===== src/hdl/dmawa_pkg.sv =====
// Shared types, constants and saturation helpers for the dual moving-average
// window alarm. No dependencies; every other file imports this package.
package dmawa_pkg;

   localparam int WINDOW_LENGTH  = 10;

   // Largest sample magnitude either lane can hold (humidity full scale).
   localparam int SAMPLE_MAX_MAG = 10000;

   localparam int TOTAL_W = $clog2(WINDOW_LENGTH * SAMPLE_MAX_MAG + 1) + 1;
   localparam int MAG_W   = TOTAL_W - 1;
   localparam int SLOT_W  = (WINDOW_LENGTH > 1) ? $clog2(WINDOW_LENGTH) : 1;

   // Divide by the window length as multiply by a rounded-up reciprocal.
   // Exact while mag * (RECIP * WINDOW_LENGTH - 2**SHIFT) < 2**SHIFT.
   localparam int SHIFT   = MAG_W + $clog2(WINDOW_LENGTH);
   localparam int RECIP   = ((1 << SHIFT) + WINDOW_LENGTH - 1) / WINDOW_LENGTH;
   localparam int RECIP_W = SHIFT + 1;
   localparam int PROD_W  = MAG_W + RECIP_W;

   localparam int TEMP_MIN = -4000;
   localparam int TEMP_MAX = 8500;
   localparam int HUM_MAX  = 10000;

   localparam int TEMP_LOW_RESET  = 2200;
   localparam int TEMP_HIGH_RESET = 2600;
   localparam int HUM_LOW_RESET   = 3000;
   localparam int HUM_HIGH_RESET  = 6000;

   localparam int ADDR_W = 4;

   localparam logic [1:0] REG_TEMP_LOW  = 2'd0;
   localparam logic [1:0] REG_TEMP_HIGH = 2'd1;
   localparam logic [1:0] REG_HUM_LOW   = 2'd2;
   localparam logic [1:0] REG_HUM_HIGH  = 2'd3;

   typedef logic signed [14:0]         sample_type;
   typedef logic        [13:0]         hum_type;
   typedef logic signed [TOTAL_W-1:0]  total_type;

   typedef struct packed {
      sample_type temp_low;
      sample_type temp_high;
      hum_type    hum_low;
      hum_type    hum_high;
   } limits_type;

   typedef struct packed {
      sample_type avg;
      logic       alarm;
   } lane_res_type;

   function automatic sample_type sat_temp(input sample_type v);
      sample_type r;
      if (v < sample_type'(TEMP_MIN)) begin
         r = sample_type'(TEMP_MIN);
      end else if (v > sample_type'(TEMP_MAX)) begin
         r = sample_type'(TEMP_MAX);
      end else begin
         r = v;
      end
      return r;
   endfunction

   function automatic sample_type sat_hum(input hum_type v);
      sample_type r;
      if (v > hum_type'(HUM_MAX)) begin
         r = sample_type'(HUM_MAX);
      end else begin
         r = sample_type'({1'b0, v});
      end
      return r;
   endfunction

endpackage


===== src/hdl/dual_moving_average_window_alarm_top.sv =====
// Top level of the dual moving-average window alarm: saturation, two lanes,
// response stage and limit registers. Depends on dmawa_pkg and all hdl modules.
//
//   channel  direction  handshake            payload
//   req      in         req_valid/req_stall  temp_sample, hum_sample
//   rsp      out        rsp_valid/rsp_stall  averages, alarms
//   csr      in         psel/penable/pwrite  paddr, pwdata, prdata
//
// One request per cycle sustained while rsp_stall stays low. An accepted request
// updates the window and total; the divide-and-compare result is then loaded into
// the output register when the response stage advances, and rsp_valid rises with it.
// The running-total add is the loop that sets the request rate.
// Reset clears windows, totals and limits all at once; no sweep.
// req_stall rises only when the response register is stalled and the total
// stage already holds a request.
module dual_moving_average_window_alarm_top (
   input  logic                          clock,
   input  logic                          reset,
   input  logic                          req_valid,
   output logic                          req_stall,
   input  dmawa_pkg::sample_type         req_temp_sample,
   input  dmawa_pkg::hum_type            req_hum_sample,
   output logic                          rsp_valid,
   input  logic                          rsp_stall,
   output dmawa_pkg::sample_type         rsp_temp_average,
   output dmawa_pkg::hum_type            rsp_hum_average,
   output logic                          rsp_temp_alarm,
   output logic                          rsp_hum_alarm,
   input  logic                          psel,
   input  logic                          penable,
   input  logic                          pwrite,
   input  logic [dmawa_pkg::ADDR_W-1:0]  paddr,
   input  logic [31:0]                   pwdata,
   output logic [31:0]                   prdata,
   output logic                          pready
);
   import dmawa_pkg::*;

   limits_type   limits;
   lane_res_type temp_res, hum_res;
   logic         accept, advance;
   logic         s1_vld_ff, s1_vld_in;
   sample_type   temp_sat, hum_sat;

   assign req_stall = s1_vld_ff && !advance;
   assign accept    = req_valid && !req_stall;
   assign s1_vld_in = accept || (s1_vld_ff && !advance);

   always_ff @(posedge clock) begin
      if (reset) begin
         s1_vld_ff <= 1'b0;
      end else begin
         s1_vld_ff <= s1_vld_in;
      end
   end

   assign temp_sat = sat_temp(req_temp_sample);
   assign hum_sat  = sat_hum(req_hum_sample);

   dmawa_csr u_csr (
      .clock   (clock),
      .reset   (reset),
      .psel    (psel),
      .penable (penable),
      .pwrite  (pwrite),
      .paddr   (paddr),
      .pwdata  (pwdata),
      .prdata  (prdata),
      .pready  (pready),
      .limits  (limits)
   );

   dmawa_lane u_temp_lane (
      .clock      (clock),
      .reset      (reset),
      .accept     (accept),
      .sample     (temp_sat),
      .low_limit  (limits.temp_low),
      .high_limit (limits.temp_high),
      .result     (temp_res)
   );

   dmawa_lane u_hum_lane (
      .clock      (clock),
      .reset      (reset),
      .accept     (accept),
      .sample     (hum_sat),
      .low_limit  (sample_type'({1'b0, limits.hum_low})),
      .high_limit (sample_type'({1'b0, limits.hum_high})),
      .result     (hum_res)
   );

   dmawa_merge u_merge (
      .clock            (clock),
      .reset            (reset),
      .s1_valid         (s1_vld_ff),
      .temp_res         (temp_res),
      .hum_res          (hum_res),
      .rsp_stall        (rsp_stall),
      .advance          (advance),
      .rsp_valid        (rsp_valid),
      .rsp_temp_average (rsp_temp_average),
      .rsp_hum_average  (rsp_hum_average),
      .rsp_temp_alarm   (rsp_temp_alarm),
      .rsp_hum_alarm    (rsp_hum_alarm)
   );

`ifndef SYNTHESIS
   a_accept_fills: assert property (@(posedge clock) disable iff (reset)
      accept |=> s1_vld_ff)
      else $error("accepted request did not reach the total stage");
   a_s1_to_rsp: assert property (@(posedge clock) disable iff (reset)
      (s1_vld_ff && advance) |=> rsp_valid)
      else $error("total stage moved but no response appeared");
`endif

endmodule


===== src/hdl/dmawa_csr.sv =====
// Limit registers behind the APB-style port.
// Depends on dmawa_pkg for register indexes, reset values and limits_type.
module dmawa_csr (
   input  logic                           clock,
   input  logic                           reset,
   input  logic                           psel,
   input  logic                           penable,
   input  logic                           pwrite,
   input  logic [dmawa_pkg::ADDR_W-1:0]   paddr,
   input  logic [31:0]                    pwdata,
   output logic [31:0]                    prdata,
   output logic                           pready,
   output dmawa_pkg::limits_type          limits
);
   import dmawa_pkg::*;

   limits_type limits_ff, limits_in;
   logic       wr_en;
   logic [1:0] reg_idx;

   assign pready  = 1'b1;
   assign wr_en   = psel && penable && pwrite;
   assign reg_idx = paddr[3:2];
   assign limits  = limits_ff;

   always_comb begin
      limits_in = limits_ff;
      if (wr_en) begin
         case (reg_idx)
            REG_TEMP_LOW:  limits_in.temp_low  = pwdata[14:0];
            REG_TEMP_HIGH: limits_in.temp_high = pwdata[14:0];
            REG_HUM_LOW:   limits_in.hum_low   = pwdata[13:0];
            REG_HUM_HIGH:  limits_in.hum_high  = pwdata[13:0];
            default:       limits_in = limits_ff;
         endcase
      end
   end

   always_ff @(posedge clock) begin
      if (reset) begin
         limits_ff.temp_low  <= sample_type'(TEMP_LOW_RESET);
         limits_ff.temp_high <= sample_type'(TEMP_HIGH_RESET);
         limits_ff.hum_low   <= hum_type'(HUM_LOW_RESET);
         limits_ff.hum_high  <= hum_type'(HUM_HIGH_RESET);
      end else begin
         limits_ff <= limits_in;
      end
   end

   always_comb begin
      case (reg_idx)
         REG_TEMP_LOW:  prdata = 32'(signed'(limits_ff.temp_low));
         REG_TEMP_HIGH: prdata = 32'(signed'(limits_ff.temp_high));
         REG_HUM_LOW:   prdata = {18'd0, limits_ff.hum_low};
         REG_HUM_HIGH:  prdata = {18'd0, limits_ff.hum_high};
         default:       prdata = 32'd0;
      endcase
   end

endmodule


===== src/hdl/dmawa_lane.sv =====
// One averaging lane: ring window, running total, divide by the window
// length and window compare. Depends on dmawa_pkg.
module dmawa_lane (
   input  logic                    clock,
   input  logic                    reset,
   input  logic                    accept,
   input  dmawa_pkg::sample_type   sample,
   input  dmawa_pkg::sample_type   low_limit,
   input  dmawa_pkg::sample_type   high_limit,
   output dmawa_pkg::lane_res_type result
);
   import dmawa_pkg::*;

   sample_type          window_ff [WINDOW_LENGTH];
   logic [SLOT_W-1:0]   slot_ff, slot_in;
   total_type           total_ff, total_in;
   logic                neg;
   logic [MAG_W-1:0]    mag;
   logic [PROD_W-1:0]   prod;
   logic [MAG_W-1:0]    quot;
   sample_type          avg;

   // Oldest entry leaves the total as the new sample enters it.
   assign total_in = total_ff - total_type'(window_ff[slot_ff]) + total_type'(sample);
   assign slot_in  = (slot_ff == SLOT_W'(WINDOW_LENGTH - 1)) ? '0 : slot_ff + SLOT_W'(1);

   always_ff @(posedge clock) begin
      if (reset) begin
         slot_ff  <= '0;
         total_ff <= '0;
         for (int i = 0; i < WINDOW_LENGTH; i++) begin
            window_ff[i] <= '0;
         end
      end else if (accept) begin
         slot_ff            <= slot_in;
         total_ff           <= total_in;
         window_ff[slot_ff] <= sample;
      end
   end

   // Truncation toward zero: divide the magnitude, then restore the sign.
   assign neg  = total_ff[TOTAL_W-1];
   assign mag  = neg ? MAG_W'(-total_ff) : MAG_W'(total_ff);
   assign prod = PROD_W'(mag) * PROD_W'(RECIP);
   assign quot = MAG_W'(prod >> SHIFT);
   assign avg  = neg ? -sample_type'(quot) : sample_type'(quot);

   assign result.avg   = avg;
   assign result.alarm = (avg < low_limit) || (avg > high_limit);

`ifndef SYNTHESIS
   a_slot_range: assert property (@(posedge clock) disable iff (reset)
      slot_ff <= SLOT_W'(WINDOW_LENGTH - 1))
      else $error("write slot past end of window");
   a_total_hold: assert property (@(posedge clock) disable iff (reset)
      !accept |=> $stable(total_ff))
      else $error("running total moved without a request");
`endif

endmodule


===== src/hdl/dmawa_merge.sv =====
// Output stage: joins the two lane results into one response register.
// Depends on dmawa_pkg for lane_res_type.
module dmawa_merge (
   input  logic                    clock,
   input  logic                    reset,
   input  logic                    s1_valid,
   input  dmawa_pkg::lane_res_type temp_res,
   input  dmawa_pkg::lane_res_type hum_res,
   input  logic                    rsp_stall,
   output logic                    advance,
   output logic                    rsp_valid,
   output dmawa_pkg::sample_type   rsp_temp_average,
   output dmawa_pkg::hum_type      rsp_hum_average,
   output logic                    rsp_temp_alarm,
   output logic                    rsp_hum_alarm
);
   import dmawa_pkg::*;

   logic         rsp_valid_ff;
   lane_res_type temp_ff, hum_ff;

   assign advance = !rsp_valid_ff || !rsp_stall;

   always_ff @(posedge clock) begin
      if (reset) begin
         rsp_valid_ff <= 1'b0;
      end else if (advance) begin
         rsp_valid_ff <= s1_valid;
      end
   end

   always_ff @(posedge clock) begin
      if (advance && s1_valid) begin
         temp_ff <= temp_res;
         hum_ff  <= hum_res;
      end
   end

   assign rsp_valid        = rsp_valid_ff;
   assign rsp_temp_average = temp_ff.avg;
   assign rsp_hum_average  = hum_ff.avg[13:0];
   assign rsp_temp_alarm   = temp_ff.alarm;
   assign rsp_hum_alarm    = hum_ff.alarm;

endmodule


===== config.mk =====
export PLATFORM = sky130hd
export DESIGN_NAME = dual_moving_average_window_alarm_top
export DESIGN_NICKNAME = d
export VERILOG_FILES = /design/src/hdl/dmawa_pkg.sv /design/src/hdl/dual_moving_average_window_alarm_top.sv /design/src/hdl/dmawa_csr.sv /design/src/hdl/dmawa_lane.sv /design/src/hdl/dmawa_merge.sv
export SDC_FILE = /design/constraint.sdc
export NUM_CORES = 2
export LEC_CHECK = 0
export ABC_AREA = 1
export BUFFER_PORTS_ARGS = -buffer_cell sky130_fd_sc_hd__buf_4
export CAP_MARGIN = 20
export CORE_MARGIN = 5
export CORE_UTILIZATION = 50
export CTS_CLUSTER_SIZE = 10
export DETAILED_ROUTE_END_ITERATION = 12
export PLACE_DENSITY_LB_ADDON = 0.12
export SLEW_MARGIN = 20
export SYNTH_ARGS = -nofsm -noshare
export SYNTH_HDL_FRONTEND = slang
export SYNTH_HIERARCHICAL = 1
export SYNTH_SLANG_ARGS = --single-unit
export TNS_END_PERCENT = 1

===== constraint.sdc =====
create_clock -name clock -period 23.2 [get_ports clock]
set_input_delay 0 -clock clock [delete_from_list [all_inputs] [get_ports clock]]
set_output_delay 0 -clock clock [all_outputs]
set_load 0.005 [all_outputs]

[After elaboration in Yosys (flattened, before gate mapping)]
Memory sizes are Yosys's and may differ from the RTL's. A register that Yosys moved wholly into a read port is not among the register bits.
Cells that the tools add are included.
W data, S select, Z words.
Operators by class
  add/sub/neg operators: 10
  multipliers: 2
  $lt $le $gt $ge: 7
  equality and inequality tests: 5
  multiplexer cells: 25
  reductions and logical operators: 20
Operator list (count)
  $pmux W32 S4: 1
  $mux W15: 5
  $mul A17 B16 Y33 const B: 2
  $add A18 B15 Y18: 2
  $sub A18 B15 Y18: 2
  $mux W17: 2
  $neg A17 Y17: 2
  $mux W4: 8
  $gt A15 B15 Y1: 2
  $lt A15 B15 Y1: 2
  $neg A14 Y15: 2
  $mux W14: 2
  $gt A15 B15 Y1 const B: 1
  $lt A15 B13 Y1 const B: 1
  $reduce_or A15 Y1: 1
  $gt A14 B14 Y1 const B: 1
  $reduce_or A14 Y1: 1
  $add A4 B1 Y4 const B: 2
  $eq A4 B4 Y1 const B: 2
  $reduce_and A2 Y1: 4
  $mux W1: 7
  $logic_and A1 B1 Y1: 5
  $eq A2 B2 Y1 const B: 2
  $logic_not A1 Y1: 4
  other kinds (3): 6
Storage, ports and cells
  register bits: 135
  RAM bits: 290
  input bits: 72
  word-level logic and storage cells: 85
  memories kept: 2
Memories
  u_temp_lane.window_ff: words 10, width 15, rd ports 1, clocked after Yosys merged registers in 1, write ports 10, line dmawa_lane.sv:14  | sample_type window_ff [WINDOW_LENGTH];
  u_hum_lane.window_ff: words 10, width 14, rd ports 1, clocked after Yosys merged registers in 1, write ports 10, line dmawa_lane.sv:14

[Longest topological paths before layout]
  depth in word-level cells: 11
  mapped depth: 48

[Hierarchy]
The synthesis kept the hierarchy.
Modules (own cells, without submodules)
  dmawa_lane (u_hum_lane): instances 1, cells an instance 2135, area each 19531.2 µm², seq. area each 7727.4 µm²
  dmawa_lane (u_temp_lane): instances 1, cells an instance 2124, area each 19428.6 µm², seq. area each 7727.4 µm²
  dmawa_csr: instances 1, cells an instance 418, area each 2785.2 µm², seq. area each 1161.1 µm²
  dmawa_merge: instances 1, cells an instance 36, area each 974.7 µm², seq. area each 950.9 µm²
  dual_moving_average_window_alarm_top: instances 1, cells an instance 114, area each 533.0 µm², seq. area each 20.0 µm²

[Least setup slack after synthesis]
Ideal clock, no wire load.
  path type: register to register
  from: register u_temp_lane.total_ff[0]
  to: register u_merge.temp_ff, in the netlist u_merge/rsp_temp_alarm (data pin)
  library setup time: 0.135 ns
  data arrival time: 7.366 ns
  slack: 15.699 ns
  stages on the path, launching flop included: 38
  path buffers: 0
  clock period less this slack: 7.501 ns
  cell sequence: dfxtp_1 nor3_1 inv_1 nor3_1 nand4_1 o41ai_1 xor2_1 ha_1 ha_1 inv_1 fa_1 inv_1 fa_1 fa_1 inv_1 fa_1 inv_1 ha_1 [2 not listed] nor2_1 nand2_1 inv_1 nand3_1 nand2_1 inv_1 ha_1 nor2_1 xor2_1 ha_1 nand2_1 nor2_1 a211oi_1 o221ai_1 nand2_1 a21oi_1 or3b_2 nand3_1
RTL lines
  start: declaration: line dmawa_lane.sv:16  | total_type total_ff, total_in;
  start signal: assignment: line dmawa_lane.sv:36  | total_ff <= total_in;
  end signal: assignment: line dmawa_merge.sv:34  | temp_ff <= temp_res;
  end: declaration: line dmawa_merge.sv:20  | lane_res_type temp_ff, hum_ff;

==> results.md <==
- Cell count of the worst reg-to-reg path: 35
- Area growth syn-to-layout: 10.62%
- CP Max Fanout: 30
- Post-layout minimum cycle time: 9066 ps
- Final nets: 5581
- Worst R2R Start: u_temp_lane/total_ff[17]
- Mean area per synthesized cell: 8.961 µm²
- Max Buffers Root-to-Sink: 3
- Die width: 304.1 µm
- FF+latch area: 17600 µm²
- Crit end category: flop
- CTS Buf Count: 75
- Fmax: 0.1103 GHz
- Hold Path Depth: 5
- RR Endpoint: u_merge/rsp_temp_alarm
- Die H: 304.1 µm
- Post-CTS sizing: 0
- Placer congestion estimate: 0.9180
- Post-Route Setup TNS: 0 ps
- Most used cell, CP: inv_1
- DRC: 0
- Worst Path Required: 23690 ps
- Skew-Pair Late Insertion Delay: 620 ps
- CP max-delay cell: dfxtp_2
- Core Rows: 107
- DP HPWL: 80630 µm
- Max-slew headroom: 29.58%
- Post-synth ARST share: 0%
- Unrepaired setup endpoints after global routing: no
- Max Slew Vio Count: 0
- Worst Setup SP: u_temp_lane/total_ff[17]
- Post-Route M1 WL: 50110 µm
- Clock sink count: 623
- Number of flops mapped to enable cells by yosys: 511
- Crit path arrival time: 9550 ps
- Met3 routed WL: 6679 µm
- Min-Delay Endpoint: u_temp_lane/window_ff[13][0]
- Core Region: 85550 µm²
- Total grt overflow: 0
- Met2 wire length: 49870 µm
- Worst Tran Pin Value: 1055 ps
- Final setup fails: 0
- I/O pins: 138
- Largest net degree at the start of global routing: 80
- Wirelength, routed: 109000 µm
- First-pass GRT wire length: 173300 µm
- # Post-CTS Setup Buffers: 0
- Top post-synthesis cells by area: edfxtp_1, ha_1, fa_1
- Yosys reg bits: 623
- Hold wc startpoint: req_temp_sample[0]
- Worst min path class: in -> reg
- Leading area contributor after synthesis: edfxtp_1
- Footprint of the multi-input gates: 21390 µm²
- Final Skew: 22.58 ps
- Period utilization: 39.08%
- Post-synthesis instance area: 43250 µm²
- Vias: 32.22k
- Antenna-violating nets left: 0
- Final hold viol count: 0
- CTS tree: built
- Cells after Synth: 4827
- Synth warn: 6
- Fillcell total: 7619
- # port buffers: 117
- Die ar.: 92490 µm²
- Initial antenna violation count: 0
- Diodes inserted: 0
- Max-cap viol count: 0
- Min Hold Slack: 12.03 ps
- Clock-pin transition on the worst setup and hold timing paths: 60 ps
- Vias/cell: 5.259
- Setup CP Type: reg -> reg
- Post-synthesis sequential area ratio: 40.66%
- Max incr delay on CP: 720 ps
- GRT Util Overall: 23.26%
- Top routing layer used: met4
- Avg WL per Cell: 17.80 µm
- Vias in the first global route: 31.84k
- Root Driver: clkbuf_16
- Status: finished clean
- Iter 0 DRT Violations: 2032
- R2r setup slk: 14130 ps
- Layout cells sized above 1: 6.684%
- Top FF cell, synth: edfxtp_1
- Unique cell type count in the Yosys netlist: 58
- Starting density of the core: 50.56%
- First-pass DRT Iterations: 5
- Setup crit start kind: flop
- H-tree Lvls: 3
- Synth top area share: 35.48%
[sequential cells by signal, summed over array words and instances (netlist names), 14 cells and up, named ones only]
signal and flops:
u_csr/limits 58, u_hum_lane/window_ff 240, u_temp_lane/window_ff 240, u_temp_lane/total_ff 18, u_merge/rsp_temp_average 15, u_merge/rsp_hum_average 14, u_hum_lane/total_ff 18
[per-stage QoR]
step / std cells / setup WS [ps] / area [µm²] / util [%]
after CTS: 6125 / 13700 / 47810 / 55.89
after global routing: 6126 / 13460 / 47850 / 55.93
after floorplan: 4830 / 15700 / 43260 / -
after detailed placement: 5965 / 13730 / 45140 / 52.77
after global placement: 5965 / 13710 / 45140 / 52.77
final: 6126 / 14130 / 47850 / 55.93
[placed cells by master (no fill, tap or decap), types with 14 or more instances in the layout]
cell type,n
inv_1,918
nor3_1,27
nand2_1,710
nand2_2,22
inv_2,14
ha_1,362
xnor2_1,18
clkbuf_1,27
nor2_2,17
o21bai_1,20
mux2i_1,120
buf_4,153
nand3_1,180
o21ai_0,234
o22ai_1,23
o211ai_1,123
fa_1,206
clkinv_1,24
edfxtp_1,511
nand4_1,39
nor2_1,569
a21oi_1,253
clkbuf_16,75
xor2_1,53
dfxtp_1,107
dlygate4sd3_1,42
[cells by family (layout without fill, tap and decap cells)]
kind of cell | count (synthesis) | after routing | share of synthesized area (%)
adders and majority gates | 568 | 568 | 20.01
buffers and inverters | 1115 | 1267 | 10.00
other | 2 | 5 | 0.01736
DFF | 623 | 623 | 40.66
xor gates and xnor gates | 71 | 71 | 1.438
muxes | 120 | 120 | 2.777
and+or+nand+nor | 1615 | 1615 | 15.65
AOI/OAI and AO/OA | 713 | 713 | 9.454
[critical path, delay by kind of cell, from the launching register on]
family	cells	cell delay, ps
compound gates	4	660
xor+xnor	2	860
fa+ha+maj	9	3670
buf+inv	8	1180
flops	1	720
simple gates	12	1820
[cells in the mapped netlist, drive strengths merged, types with 40 or more instances]
library cell / n
a21oi: 255
buf: 71
clkbuf: 91
dfxtp: 112
edfxtp: 511
fa: 206
ha: 362
inv: 931
mux2i: 120
nand2: 734
nand3: 186
nand4: 40
nor2: 594
o211ai: 123
o21ai: 248
xor2: 53
[layer usage]
metal  vias up  global-route usage (%)
met3       161                   3.549
met1     15280                   32.91
li1      15930                       -
met2       854                   38.11
met5         -                       0
met4         0                   5.466
[repair_timing]
item | in CTS | in global routing
endpoints found under the setup margin | 0 | 0
hold endpoints to repair | 114 | 0
hold buffers | 42 | 0
[worst max path at each step]
stage / to / slack, ps
floorplan: u_merge/rsp_temp_alarm / 15700
global placement: u_merge/rsp_temp_alarm / 13710
detailed placement: u_merge/rsp_temp_alarm / 13730
CTS: u_merge/rsp_temp_alarm / 13700
global route: u_merge/rsp_hum_alarm / 13460
finish: u_merge/rsp_temp_alarm / 14130
[cell type report]
cell class / count / area share, %
well taps: 1144 / 2.992
clock inverters: 14 / 0.5178
flip-flops and latches: 623 / 36.78
multi-input cells: 3092 / 44.70
clock buffers: 104 / 4.192
inverters: 953 / 7.476
repair buffers: 196 / 3.337
Power is not shown: default switching activity piles up to over one toggle a cycle in this logic, so the estimate is an artifact.
